## config.mk

```make
export PLATFORM = sky130hd
export DESIGN_NAME = ecdm_queue
export DESIGN_NICKNAME = d
export VERILOG_FILES = /design/src/rtl/ecdm_pkg.sv /design/src/rtl/ecdm_queue.sv
export SDC_FILE = /design/constraint.sdc
export NUM_CORES = 1
export LEC_CHECK = 0
export BUFFER_PORTS_ARGS = -buffer_cell sky130_fd_sc_hd__buf_4
export CORE_UTILIZATION = 40
export CTS_BUF_LIST = sky130_fd_sc_hd__clkbuf_8
export DETAILED_ROUTE_END_ITERATION = 6
export PLACE_DENSITY = 0.63
export SLEW_MARGIN = 20
export SYNTH_ARGS = -nofsm -noshare
export SYNTH_HDL_FRONTEND = slang
export SYNTH_SLANG_ARGS = --single-unit
export TNS_END_PERCENT = 30
```

## constraint.sdc

```tcl
create_clock -name i_clk -period 3.4 [get_ports i_clk]
set_clock_uncertainty 0.2 [all_clocks]
set_input_delay 0.68 -clock i_clk [delete_from_list [all_inputs] [get_ports i_clk]]
set_output_delay 0.68 -clock i_clk [all_outputs]
set_load 0.02 [all_outputs]
```

## src/rtl/ecdm_pkg.sv

```systemverilog
`timescale 1ns / 1ps
// ----------------------------------------------------------------------------
// eval cache package
// Shared types and constants for the direct-mapped evaluation score cache.
// ----------------------------------------------------------------------------
package ecdm_pkg;

    localparam int DefaultDepth = 4096;
    localparam int QueueDepth   = 4;

    localparam int EntriesWidth = 13;
    localparam int ScoreWidth   = 16;
    localparam int TagWidth     = 32;

    localparam logic [EntriesWidth-1:0]      EntriesReset = 13'd4096;
    localparam logic signed [ScoreWidth-1:0] MarkerReset  = 16'sh8000;

    // register select values, decoded on paddr[2]
    localparam logic RegEntries = 1'b0;
    localparam logic RegMarker  = 1'b1;

    typedef enum logic [1:0] {
        REQ_PROBE = 2'd0,
        REQ_SAVE  = 2'd1,
        REQ_CLEAR = 2'd2,
        REQ_NONE  = 2'd3
    } t_req;

    typedef struct packed {
        logic [1:0]                   req_type;
        logic [63:0]                  key;
        logic signed [ScoreWidth-1:0] score_in;
    } t_in_beat;

    typedef struct packed {
        logic                         hit;
        logic signed [ScoreWidth-1:0] score_out;
    } t_out_beat;

    // command handed from the front to the back, slot travels beside it
    typedef struct packed {
        t_req                         req;
        logic [TagWidth-1:0]          tag;
        logic signed [ScoreWidth-1:0] score;
    } t_cmd;

    typedef struct packed {
        logic [TagWidth-1:0]          tag;
        logic signed [ScoreWidth-1:0] score;
    } t_entry;

endpackage

```

## src/rtl/ecdm_queue.sv

```systemverilog
`timescale 1ns / 1ps
// ----------------------------------------------------------------------------
// eval cache command queue
// Small register fifo between the classifying front and the table back.
// ----------------------------------------------------------------------------
module ecdm_queue #(
    parameter int WIDTH = 8,
    parameter int QD    = ecdm_pkg::QueueDepth
) (
    input  logic             i_clk,
    input  logic             i_rst_n,
    input  logic             i_push,
    input  logic [WIDTH-1:0] i_data,
    input  logic             i_pop,
    output logic [WIDTH-1:0] o_data,
    output logic             o_full,
    output logic             o_empty
);
    localparam int PW = (QD > 1) ? $clog2(QD) : 1;
    localparam int CW = $clog2(QD + 1);

    logic [WIDTH-1:0] r_slots [QD];
    logic [PW-1:0]    r_wr_ptr, n_wr_ptr;
    logic [PW-1:0]    r_rd_ptr, n_rd_ptr;
    logic [CW-1:0]    r_count, n_count;

    always_comb begin
        n_wr_ptr = r_wr_ptr;
        n_rd_ptr = r_rd_ptr;
        n_count  = r_count;
        if (i_push) begin
            n_wr_ptr = (r_wr_ptr == PW'(QD - 1)) ? '0 : r_wr_ptr + 1'b1;
        end
        if (i_pop) begin
            n_rd_ptr = (r_rd_ptr == PW'(QD - 1)) ? '0 : r_rd_ptr + 1'b1;
        end
        if (i_push && !i_pop) begin
            n_count = r_count + 1'b1;
        end else if (i_pop && !i_push) begin
            n_count = r_count - 1'b1;
        end
    end

    always_ff @(posedge i_clk) begin
        if (!i_rst_n) begin
            r_wr_ptr <= '0;
            r_rd_ptr <= '0;
            r_count  <= '0;
        end else begin
            r_wr_ptr <= n_wr_ptr;
            r_rd_ptr <= n_rd_ptr;
            r_count  <= n_count;
        end
    end

    always_ff @(posedge i_clk) begin
        if (i_push) begin
            r_slots[r_wr_ptr] <= i_data;
        end
    end

    assign o_data  = r_slots[r_rd_ptr];
    assign o_full  = (r_count == CW'(QD));
    assign o_empty = (r_count == '0);

endmodule

```

# Word-level counts from Yosys, hierarchy flattened
# Memory sizes are Yosys's and may differ from the RTL's. A register that Yosys moved wholly into a read port is not among the register bits.
# Index checks and enable logic that the tools add are counted.
[word_totals]
mem_count = 1
ramBits = 32
wordCells = 25
output_inout_bits = 10
ff_bits = 7
[op_classes]
n_reduce_logical = 6
mux = 8
add_sub_neg = 4
eq_ne = 3
[mem_list]
columns = ["memory", "words", "width", "read_ports", "rd_clocked_by_memory_dff", "wr", "line", "text"]
rows = [
  ["r_slots", 4, 8, 1, 1, 1, "ecdm_queue.sv:22", "logic [WIDTH-1:0] r_slots [QD];"],
]
[ops]
columns = ["op", "count"]
rows = [
  ["$mux W2", 4],
  ["$mux W3", 2],
  ["$add A2 B1 Y2 const B", 2],
  ["$eq A2 B2 Y1 const B", 2],
  ["$add A3 B1 Y3 const B", 1],
  ["$eq A3 B3 Y1 const B", 1],
  ["$logic_not A3 Y1", 1],
  ["$sub A3 B1 Y3 const B", 1],
  ["$logic_and A1 B1 Y1", 2],
  ["$logic_not A1 Y1", 2],
  ["$mux W1", 2],
  ["$reduce_bool A2 Y1", 1],
]

# Logic depth before layout (Yosys ltp)
[logic_depth]
word_depth = 4
depth_mapped = 7
depth_no_buf = 7

# Least setup slack after synthesis
# No wires, ideal clock.
[synth_timing]
path_type = "in2reg"
start = "in i_pop"
end = "reg r_count[2]"
arrival_ns = 1.873
setup_ns = 0.070
cell_stages = 7
path_buffers = 0
required_ns = 3.130
path_slack_ns = 1.257
cell_sequence = "inv_1 ha_1 inv_1 fa_1 xor2_1 or3_1 a21boi_1"
[synth_via]
elab_chain_cells = 3
word_cells_on_any_way = 5
[synth_rtl]
columns = ["element", "line", "text"]
rows = [
  ["start, declared", "ecdm_queue.sv:14", "input logic i_pop,"],
  ["$logic_not A1 Y1", "ecdm_queue.sv:37", "if (i_push && !i_pop) begin"],
  ["$logic_and A1 B1 Y1", "ecdm_queue.sv:37", ""],
  ["$mux W3 or $reduce_bool A2 Y1 (tied branches)", "n/a", ""],
  ["end signal, assigned", "ecdm_queue.sv:52", "r_count <= n_count;"],
  ["end, declared", "ecdm_queue.sv:25", "logic [CW-1:0] r_count, n_count;"],
]
# Parallel ways exist; a longest one is shown, timed or not.
# A chain may end at the register's enable or synchronous reset.

==> qor.txt <==
Status -> finished, final reports clean
Vias per cell -> 4.87
Synthesized area -> 1620 sq um
# hold bufs at CTS -> 0
Worst hold start -> r_count[2]$_SDFFE_PN0P_
Syn-to-layout area delta -> 17.8%
Syn Area/Cell -> 18.8 sq um
Die Width -> 65.5 microns
Hold violation count in the final report -> 0
Initial antenna violation count -> 0
Sequential share of power -> 57.2%
Logic pwr share -> 13.6%
Min-delay worst type -> reg2reg
Sw frac -> 24.2%
WL/cell -> 14.9 microns
PD cells -> 543 nW/um^2
Root Driver -> clkbuf_8
Share of post-route cells with drive strength above 1 -> 32.7%
Clk_lat worst skew -> 290 ps
Crit path time final -> 2580 ps
Total congestion overflow -> 0
Seq cells post-synth -> 41
# resized after CTS -> 0
Initial core utilization -> 42.8%
DRC -> 0
Post-synthesis sequential area ratio -> 70.6%
DIE AREA -> 4300 sq um
Tot Pwr -> 1030 uW
Routability cong. -> 0.692
RSZ-0062 raised after global routing -> no
CP Capture Type -> primary output
Port Buffers -> 21
Worst-path clk slew -> 70 ps
Count of unique library cells instantiated by Yosys -> 20
Pleak -> 0.000693 uW
Post-route ant nets -> 0
Clock tree sinks -> 41
Max Root-Sink Buffers -> 2
Pin count of the biggest net entering global routing -> 14
1st-pass router iterations -> 4
Fin util -> 50.5%
Initial DRC count -> 44
Maximum Capacitance Violations -> 0
Final setup fails -> 0
Switch Pwr -> 250 uW
CP Data Required Time -> 2520 ps
Internal Power -> 784 uW
CP startpoint kind -> flip-flop
First-pass GRT wire length -> 4020 microns
Slew Limit Fails -> 0
Synth Instances -> 86
Yosys warning total -> 0
Peak VDD IR -> 0.273 mV
Chip height -> 65.5 microns
CTS tree -> yes
Overall routing resource usage -> 13.6%
Routed WL -> 2390 microns
Std cell rows -> 22
Diodes inserted -> 0
Setup CP Type -> reg2out
FF-to-FF Start -> r_count[0]$_SDFFE_PN0P_
# Post-CTS Setup Buffers -> 0
Placed inst area -> 1820 sq um
Slew @ Worst Pin -> 552 ps
Vias -> 784
Vias in the first global route -> 834
Setup WS post-layout -> 816 ps
Power share of the clock group -> 29.2%
Syn Nets -> 105
Final #Nets -> 131
Num CTS Buffers -> 5
Setup TNS Final -> 0 ps
I/O Pins -> 22
Place WS -> 1030 ps
Crit path DAT -> 1700 ps
Tcrit/Tclk final -> 76.0%
Final Instance Area -> 1900 sq um
Total core area -> 3770 sq um
Worst Path Max Fanout -> 8
DP Wirelength -> 1660 microns
Max_slew headroom -> 63.2%
Fmax -> 387 MHz
H-tree lvl count -> 2
-- cells in the mapped netlist --
cell type / count / area [sq um]
clkbuf_2: 1 / 5.00
ha_1: 6 / 75.1
nor2_1: 1 / 3.75
mux4_2: 8 / 180
nor2b_1: 5 / 31.3
o21a_1: 1 / 7.51
buf_6: 1 / 11.3
nor3_1: 2 / 10.0
xnor2_1: 1 / 8.76
o21ai_0: 1 / 5.00
dfxtp_1: 9 / 180
a21boi_1: 1 / 7.51
nor3b_1: 1 / 7.51
fa_1: 1 / 20.0
mux2i_1: 4 / 40.0
xor2_1: 1 / 8.76
or3_1: 1 / 6.26
and2_1: 5 / 31.3
inv_1: 4 / 15.0
edfxtp_1: 32 / 961
-- stage by stage --
stage / std cells / hold slack, ps
2_1_floorplan: 86 / 265
3_3_place_gp: 153 / 283
3_5_place_dp: 153 / 292
4_1_cts: 161 / 306
5_1_grt: 161 / 330
6_report: 161 / 297
-- cell families (layout without fill, tap and decap cells) --
group	after synthesis	after routing	synth area share [%]
AND/OR/NAND/NOR	15	15	5.58
AO/OA/AOI/OAI	3	3	1.24
multiplexers	12	12	13.6
flip-flops	41	41	70.6
XOR/XNOR	2	2	1.08
adder cells (fa/ha/maj)	7	7	5.89
buffers and inverters	6	33	1.94
-- sequential cells by signal, indices dropped and copies added (netlist names), named ones only --
name	count
r_wr_ptr	2
r_slots	32
r_count	3
r_rd_ptr	2
-- metal layers --
| metal | part of all wire, % | vias to the layer above | global-route usage (%) |
|---|---|---|---|
| met5 | 0 | - | 0 |
| met3 | 5.3 | 5 | 5.73 |
| met4 | 2.2 | 0 | 6.79 |
| li1 | - | 374 | - |
| met1 | 43 | 389 | 15.5 |
| met2 | 49 | 16 | 21.8 |
-- placed cells by master, fill, tap and decap left out, types with 4 or more instances in the layout --
cell,count
mux4_2,8
dfxtp_1,9
ha_1,6
nor2b_1,5
clkbuf_8,5
inv_1,4
edfxtp_1,32
mux2i_1,4
buf_4,21
and2_1,5
-- final cells by class --
| cell class | count | area (sq um) |
|---|---|---|
| fill | 313 | 1870 |
| timing repair buffer | 21 | 158 |
| clock inverter | 3 | 17.5 |
| inverter | 4 | 15.0 |
| tap | 48 | 60.1 |
| sequential | 41 | 1140 |
| multi-input combinational | 39 | 443 |
| clock buffer | 5 | 68.8 |
-- critical path: stages (launching register included) --
cell     delay (ps)
dfxtp_1         670
mux4_2          570
buf_4           170
-- power by group through the flow --
stage	combinational (uW)	clock [uW]	sequential, uW
after floorplan	95.0	0	592
after global placement	138	0	602
after detailed placement	142	0	604
after CTS	143	312	592
after global routing	154	337	596
final	140	302	591
-- worst paths after layout --
check                           depth (start not counted)                 endpoint  slack, ps
worst max-delay path                                    2                o_data[4]        820
worst min-delay path                                    2  r_count[2]$_SDFFE_PN0P_        300
worst min register to register                          2  r_count[2]$_SDFFE_PN0P_        300
worst max register to register                          4  r_count[2]$_SDFFE_PN0P_       1750
No activity file was read; power rests on OpenSTA's default activity.
