`src/rtl/ecdm_pkg.sv`:
```
`timescale 1ns / 1ps
// ----------------------------------------------------------------------------
// eval cache package
// Shared types and constants for the direct-mapped evaluation score cache.
// ----------------------------------------------------------------------------
package ecdm_pkg;

    localparam int DefaultDepth = 4096;
    localparam int QueueDepth   = 4;

    localparam int EntriesWidth = 13;
    localparam int ScoreWidth   = 16;
    localparam int TagWidth     = 32;

    localparam logic [EntriesWidth-1:0]      EntriesReset = 13'd4096;
    localparam logic signed [ScoreWidth-1:0] MarkerReset  = 16'sh8000;

    // register select values, decoded on paddr[2]
    localparam logic RegEntries = 1'b0;
    localparam logic RegMarker  = 1'b1;

    typedef enum logic [1:0] {
        REQ_PROBE = 2'd0,
        REQ_SAVE  = 2'd1,
        REQ_CLEAR = 2'd2,
        REQ_NONE  = 2'd3
    } t_req;

    typedef struct packed {
        logic [1:0]                   req_type;
        logic [63:0]                  key;
        logic signed [ScoreWidth-1:0] score_in;
    } t_in_beat;

    typedef struct packed {
        logic                         hit;
        logic signed [ScoreWidth-1:0] score_out;
    } t_out_beat;

    // command handed from the front to the back, slot travels beside it
    typedef struct packed {
        t_req                         req;
        logic [TagWidth-1:0]          tag;
        logic signed [ScoreWidth-1:0] score;
    } t_cmd;

    typedef struct packed {
        logic [TagWidth-1:0]          tag;
        logic signed [ScoreWidth-1:0] score;
    } t_entry;

endpackage

```
`src/rtl/ecdm_front.sv`:
```
`timescale 1ns / 1ps
// ----------------------------------------------------------------------------
// eval cache front
// Takes request beats, forms the tag and the multiply-high slot index.
// ----------------------------------------------------------------------------
module ecdm_front #(
    parameter int DEPTH = ecdm_pkg::DefaultDepth,
    parameter int NW    = $clog2(DEPTH + 1),
    parameter int AW    = (DEPTH > 1) ? $clog2(DEPTH) : 1
) (
    input  logic                 i_clk,
    input  logic                 i_rst_n,
    input  logic                 i_in_valid,
    output logic                 o_in_stall,
    input  ecdm_pkg::t_in_beat   i_in_beat,
    input  logic [NW-1:0]        i_slots,
    input  logic                 i_init_busy,
    input  logic                 i_q_full,
    output logic                 o_push,
    output ecdm_pkg::t_cmd       o_cmd,
    output logic [AW-1:0]        o_slot
);
    localparam int PW = 32 + NW;

    logic           r_p_valid, n_p_valid;
    logic [PW-1:0]  r_p_lo;
    logic [PW-1:0]  r_p_hi;
    ecdm_pkg::t_cmd r_p_cmd;

    logic           accept;
    logic [PW-1:0]  lo_prod;
    logic [PW-1:0]  hi_prod;
    logic [PW:0]    mid;

    assign o_in_stall = i_init_busy | (r_p_valid & i_q_full);
    assign accept     = i_in_valid & ~o_in_stall;
    assign o_push     = r_p_valid & ~i_q_full;

    // the two 32 x n partial products of key * n
    assign lo_prod = {{NW{1'b0}}, i_in_beat.key[31:0]} * {32'b0, i_slots};
    assign hi_prod = {{NW{1'b0}}, i_in_beat.key[63:32]} * {32'b0, i_slots};

    always_comb begin
        n_p_valid = r_p_valid;
        if (accept) begin
            n_p_valid = 1'b1;
        end else if (o_push) begin
            n_p_valid = 1'b0;
        end
    end

    always_ff @(posedge i_clk) begin
        if (!i_rst_n) begin
            r_p_valid <= 1'b0;
        end else begin
            r_p_valid <= n_p_valid;
        end
    end

    always_ff @(posedge i_clk) begin
        if (accept) begin
            r_p_lo        <= lo_prod;
            r_p_hi        <= hi_prod;
            r_p_cmd.req   <= ecdm_pkg::t_req'(i_in_beat.req_type);
            r_p_cmd.tag   <= i_in_beat.key[31:0];
            r_p_cmd.score <= i_in_beat.score_in;
        end
    end

    // high word of hi*n + (lo*n >> 32), always below n
    assign mid    = {1'b0, r_p_hi} + (PW + 1)'(r_p_lo[PW-1:32]);
    assign o_slot = mid[32 + AW - 1:32];
    assign o_cmd  = r_p_cmd;

endmodule

```
`config.mk`:
```
export PLATFORM = sky130hd
export DESIGN_NAME = ecdm_front
export DESIGN_NICKNAME = d
export VERILOG_FILES = /design/src/rtl/ecdm_pkg.sv /design/src/rtl/ecdm_front.sv
export SDC_FILE = /design/constraint.sdc
export NUM_CORES = 2
export LEC_CHECK = 0
export ABC_AREA = 1
export BUFFER_PORTS_ARGS = -buffer_cell sky130_fd_sc_hd__buf_2
export CAP_MARGIN = 30
export CELL_PAD_IN_SITES_DETAIL_PLACEMENT = 1
export CELL_PAD_IN_SITES_GLOBAL_PLACEMENT = 1
export CORE_ASPECT_RATIO = 1.1
export CORE_UTILIZATION = 35
export CTS_BUF_LIST = sky130_fd_sc_hd__clkbuf_16
export DETAILED_ROUTE_END_ITERATION = 10
export GPL_TIMING_DRIVEN = 1
export PLACE_DENSITY_LB_ADDON = 0.1
export SLEW_MARGIN = 20
export SYNTH_ARGS = -nofsm -noshare
export SYNTH_HDL_FRONTEND = slang
export SYNTH_SLANG_ARGS = --single-unit
```
`constraint.sdc`:
```
create_clock -name i_clk -period 6.87 [get_ports i_clk]
set_input_delay 0.687 -clock i_clk [delete_from_list [all_inputs] [get_ports i_clk]]
set_output_delay 0.687 -clock i_clk [all_outputs]
set_load 0.02 [all_outputs]
```
Word level (Yosys, flattened, before mapping)
Cells that the tools add are included.
{"block": "totals", "in_bits": 100, "register_bits": 140, "output_inout_bits": 64, "word_cells": 18}
{"block": "classes", "n_reduce_logical": 1, "n_mux": 2, "addsub": 1, "mul": 2, "bitwise_logic": 6}
{"operator": "$mul 32x13->45", "count": 1}
{"operator": "$add 44x13->44", "count": 1}
{"operator": "$mul 32x13->44", "count": 1}
{"operator": "$and 1x1->1", "count": 3}
{"operator": "$mux 1", "count": 2}
{"operator": "$not 1->1", "count": 2}
{"operator": "$reduce_bool 2->1", "count": 1}
{"operator": "$or 1x1->1", "count": 1}

Logic depth before layout (Yosys ltp)
{"block": "logic_depth", "depth_word": 5, "ltp_mapped": 26}

Least setup slack after synthesis
Ideal clock, no wire load.
{"block": "synth_path", "kind": "input to register", "from": "input i_q_full", "to": "register r_p_cmd, in the netlist o_cmd[0], enable pin", "n_path_buf": 0, "stages": 3, "t_arrival_ps": 5400, "t_required_ps": 6296, "setup_slack_ps": 896, "cell_sequence": "nand2_1 nand2_1 nor2_1"}
{"block": "synth_via", "elab_chain_cells": 4}
{"element": "start, declared", "line": "ecdm_front.sv:18", "text": "input logic i_q_full,"}
{"element": "$and 1x1->1", "line": "ecdm_front.sv:35", "text": "assign o_in_stall = i_init_busy | (r_p_valid & i_q_full);"}
{"element": "$or 1x1->1", "line": "ecdm_front.sv:35"}
{"element": "named net o_in_stall", "line": "ecdm_front.sv:14", "text": "output logic o_in_stall,"}
{"element": "$not 1->1", "line": "ecdm_front.sv:36", "text": "assign accept = i_in_valid & ~o_in_stall;"}
{"element": "$and 1x1->1", "line": "ecdm_front.sv:36"}
{"element": "named net accept", "line": "ecdm_front.sv:30", "text": "logic accept;"}
{"element": "end, declared", "line": "ecdm_front.sv:28", "text": "ecdm_pkg::t_cmd r_p_cmd;"}
The timed path passes the listed nets, and every way through them passes these cells.
A chain may end at the register's enable or synchronous reset.

Worst setup path in the final report
{"block": "layout_path", "from": "input i_slots[7]", "to": "register r_p_lo[34], data pin"}
{"block": "layout_via", "elab_chain_cells": 1}
{"element": "start, declared", "line": "ecdm_front.sv:16", "text": "input logic [NW-1:0] i_slots,"}
{"element": "$mul 32x13->45", "line": "ecdm_front.sv:40", "text": "assign lo_prod = {{NW{1'b0}}, i_in_beat.key[31:0]} * {32'b0, i_slots};"}
{"element": "named net lo_prod[34]", "line": "ecdm_front.sv:31", "text": "logic [PW-1:0] lo_prod;"}
{"element": "end signal, assigned", "line": "ecdm_front.sv:62", "text": "r_p_lo <= lo_prod;"}
{"element": "end, declared", "line": "ecdm_front.sv:26", "text": "logic [PW-1:0] r_p_lo;"}
The timed path passes the listed nets, and every way through them passes these cells.

==> out/results.tsv <==
stage	metric	value	unit
synthesis	Post-synth top cells	1430 x nand2_1, 1395 x inv_1, 658 x fa_1, 185 x ha_1, 173 x nor2_1	
setup_path	worst reg2reg path depth	4	
grt	pin count of the biggest net entering global routing	67	
floorplan	core area	0.0927	mm^2
clocking	clk sinks	108	
clocking	H-tree depth	3	
sta	Slew Limit Fails	0	
sta	final hold vios	0	
layout	fin area	0.0353	mm^2
synthesis	syn avg cell area	7.33	um^2
route	Vias	26726	
route	post-DR wirelength/cell	17.8	um
layout	filler instances	11648	
clocking	CTS Root Cell	clkbuf_16	
synthesis	largest area contributor in the netlist	fa_1	
floorplan	die span in x	294	um
synthesis	Synthesized Nets	5421	
route	Avg Vias per Cell	4.61	
setup_path	CP required	7050	ps
route	Iteration-0 DRC Markers	1177	
synthesis	most numerous cell in the Yosys netlist	nand2_1	
placed_design	port bufs	163	
setup_path	crit path DAT	6150	ps
sta	Fin Setup TNS	0	ps
synthesis	EDFF count, synth	107	
synthesis	Synth top area share	0.402	
synthesis	Syn Std Cell Area	0.0328	mm^2
sta	hold slack	439	ps
floorplan	Starting Density	0.354	
setup_path	R2R Path Start	r_p_valid	
grt	initial antenna violation count	2	
setup_path	CP endpoint kind	register	
synthesis	Synth warnings	0	
clocking	CTS buffer count	9	
sta	final setup fails	0	
synthesis	top cells by area, synth	fa_1 40%, nand2_1 16%, inv_1 16%	
clocking	CTS max path bufs	2	
route	routed wire length	103000	um
synthesis	asr flop ratio synth	0	
floorplan	Die Y	323	um
clocking	setup bufs post-CTS	0	
outcome	status	finished clean	
floorplan	total I/O pin count	164	
clocking	# resized after CTS	0	
sta	slew margin rel.	0.391	
setup_path	CP Capture Point	r_p_lo[34]	
setup_path	Reg2Reg Capture Point	r_p_hi[30]	
sta	worst slew pin tran	914	ps
layout	area delta synth->final	7.70	%
grt	first-pass GRT wire length	166000	um
sta	Clock Skews	26.6	ps
setup_path	crit path kind	input pin to register	
setup_path	Worst setup SP type	input pin	
layout	non-filler instance count after layout	5798	
setup_path	reg2reg setup slack	5150	ps
clocking	CTS Hold Bufs	0	
setup_path	crit path max fanout	26	
synthesis	post-synthesis register bit count	108	
placed_design	gpl congestion	0.867	
sta	RSZ-0062 raised after global routing	false	
route	Remaining DRCs	0	
placed_design	placed cell area	0.0350	mm^2
sta	fin crit share	0.870	
run	Max Cap Viol	0	
clocking	clock-pin slew on the worst setup and hold paths	110	ps
synthesis	share of synthesized area occupied by flip-flops and latches	0.0986	
worst_hold_path	Hold Path Class	input pin to register	
floorplan	Die ar.	0.0949	mm^2
grt	GRT overflow	0	
clocking	CTS tree	yes	
placed_design	hpwl dp	88100	um
layout	layout cells sized above 1	0.0572	
grt	total track usage	0.226	
layout	nets	5486	
grt	vias in the first global route	29420	
placed_design	placed cells	5781	
synthesis	top_reg_cell synth	edfxtp_1	
route	DRT antenna net count	0	
synthesis	library cells used by synthesis	41	
synthesis	synthesized instance count	4478	
clocking	Clock Latency Late Sink	410	ps
floorplan	Rows	117	
route	drt pass-1 iters	5	
setup_path	Worst Setup SP	i_slots[7]	
sta	fmax	0.167	GHz
sta	Tmin final	5980	ps
how the worst min path moves through the flow:
stage / endpoint / depth (start not counted) / from
floorplan: r_p_valid / 4 / r_p_valid
global placement: r_p_valid / 4 / r_p_valid
detailed placement: r_p_valid / 4 / r_p_valid
CTS: o_cmd[49] / 1 / i_in_beat[81]
global route: o_cmd[14] / 1 / i_in_beat[14]
finish: o_cmd[5] / 1 / i_in_beat[5]
sequential cells by signal, indices dropped and copies added (netlist names):
| name | count |
|---|---|
| o_cmd | 50 |
| r_p_hi | 44 |
| r_p_lo | 13 |
| r_p_valid | 1 |
routing by layer:
metal,share of wire,vias to the layer above,track usage
li1,-,12702,-
met1,0.52,13586,0.348
met2,0.43,380,0.350
met3,0.035,58,0.0191
met4,0.011,0,0.0339
met5,0,-,0
final cells by class:
cell class / count / area [um^2] / area share
flip-flops and latches: 108 / 3230 / 0.0915
well taps: 1249 / 1560 / 0.0442
clock inverters: 7 / 80.1 / 0.00227
clock buffers: 9 / 225 / 0.00638
diodes: 1 / 2.50 / 0.0000708
inverters: 1395 / 5240 / 0.148
repair buffers: 209 / 1240 / 0.0350
multi-input cells: 2820 / 23800 / 0.672
through the flow:
stage,util,setup slack [ps]
global placement,0.378,624
detailed placement,0.378,544
floorplan,-,896
finish,0.381,892
global route,0.381,608
CTS,0.381,1000
placed cells by master, fill, tap and decap left out, drive strengths merged:
cell	n
nor3b	6
o21a	5
inv	1398
nand3	93
diode	1
nand2b	1
o21ai	45
clkbuf	9
clkinvlp	1
nand2	1444
nor3	22
ha	185
xnor2	7
and2	1
o211ai	1
nand3b	8
xor2	20
a21boi	5
dfxtp	1
o22ai	1
buf	209
nand4	29
a21o	5
o21bai	16
clkinv	3
nor4	3
a21oi	83
nor2	180
fa	658
a31oi	2
edfxtp	107
worst max-delay path, cell delays in order:
cell and delay [ps]:
buf_2 510, buf_4 420, nand2_1 130, fa_1 550, inv_1 60, fa_1 540, fa_1 430, fa_1 490
inv_1 50, fa_1 470, inv_1 40, ha_1 300, nand2_1 130, inv_1 50, a21oi_1 480, a21boi_0 370
nor2_1 80, nor2_1 170, nand2_1 80, nand2_1 60, nand2_1 50
logic make-up after synthesis:
family,share of synthesized area
AND/OR/NAND/NOR,0.216
buffers and inverters,0.178
adder cells (fa/ha/maj),0.472
AO/OA/AOI/OAI,0.0286
flip-flops,0.0986
XOR/XNOR,0.00721
Power is left out: the tool's default activity adds up to more than one toggle a clock period on the data nets, which glitch-free logic cannot reach.
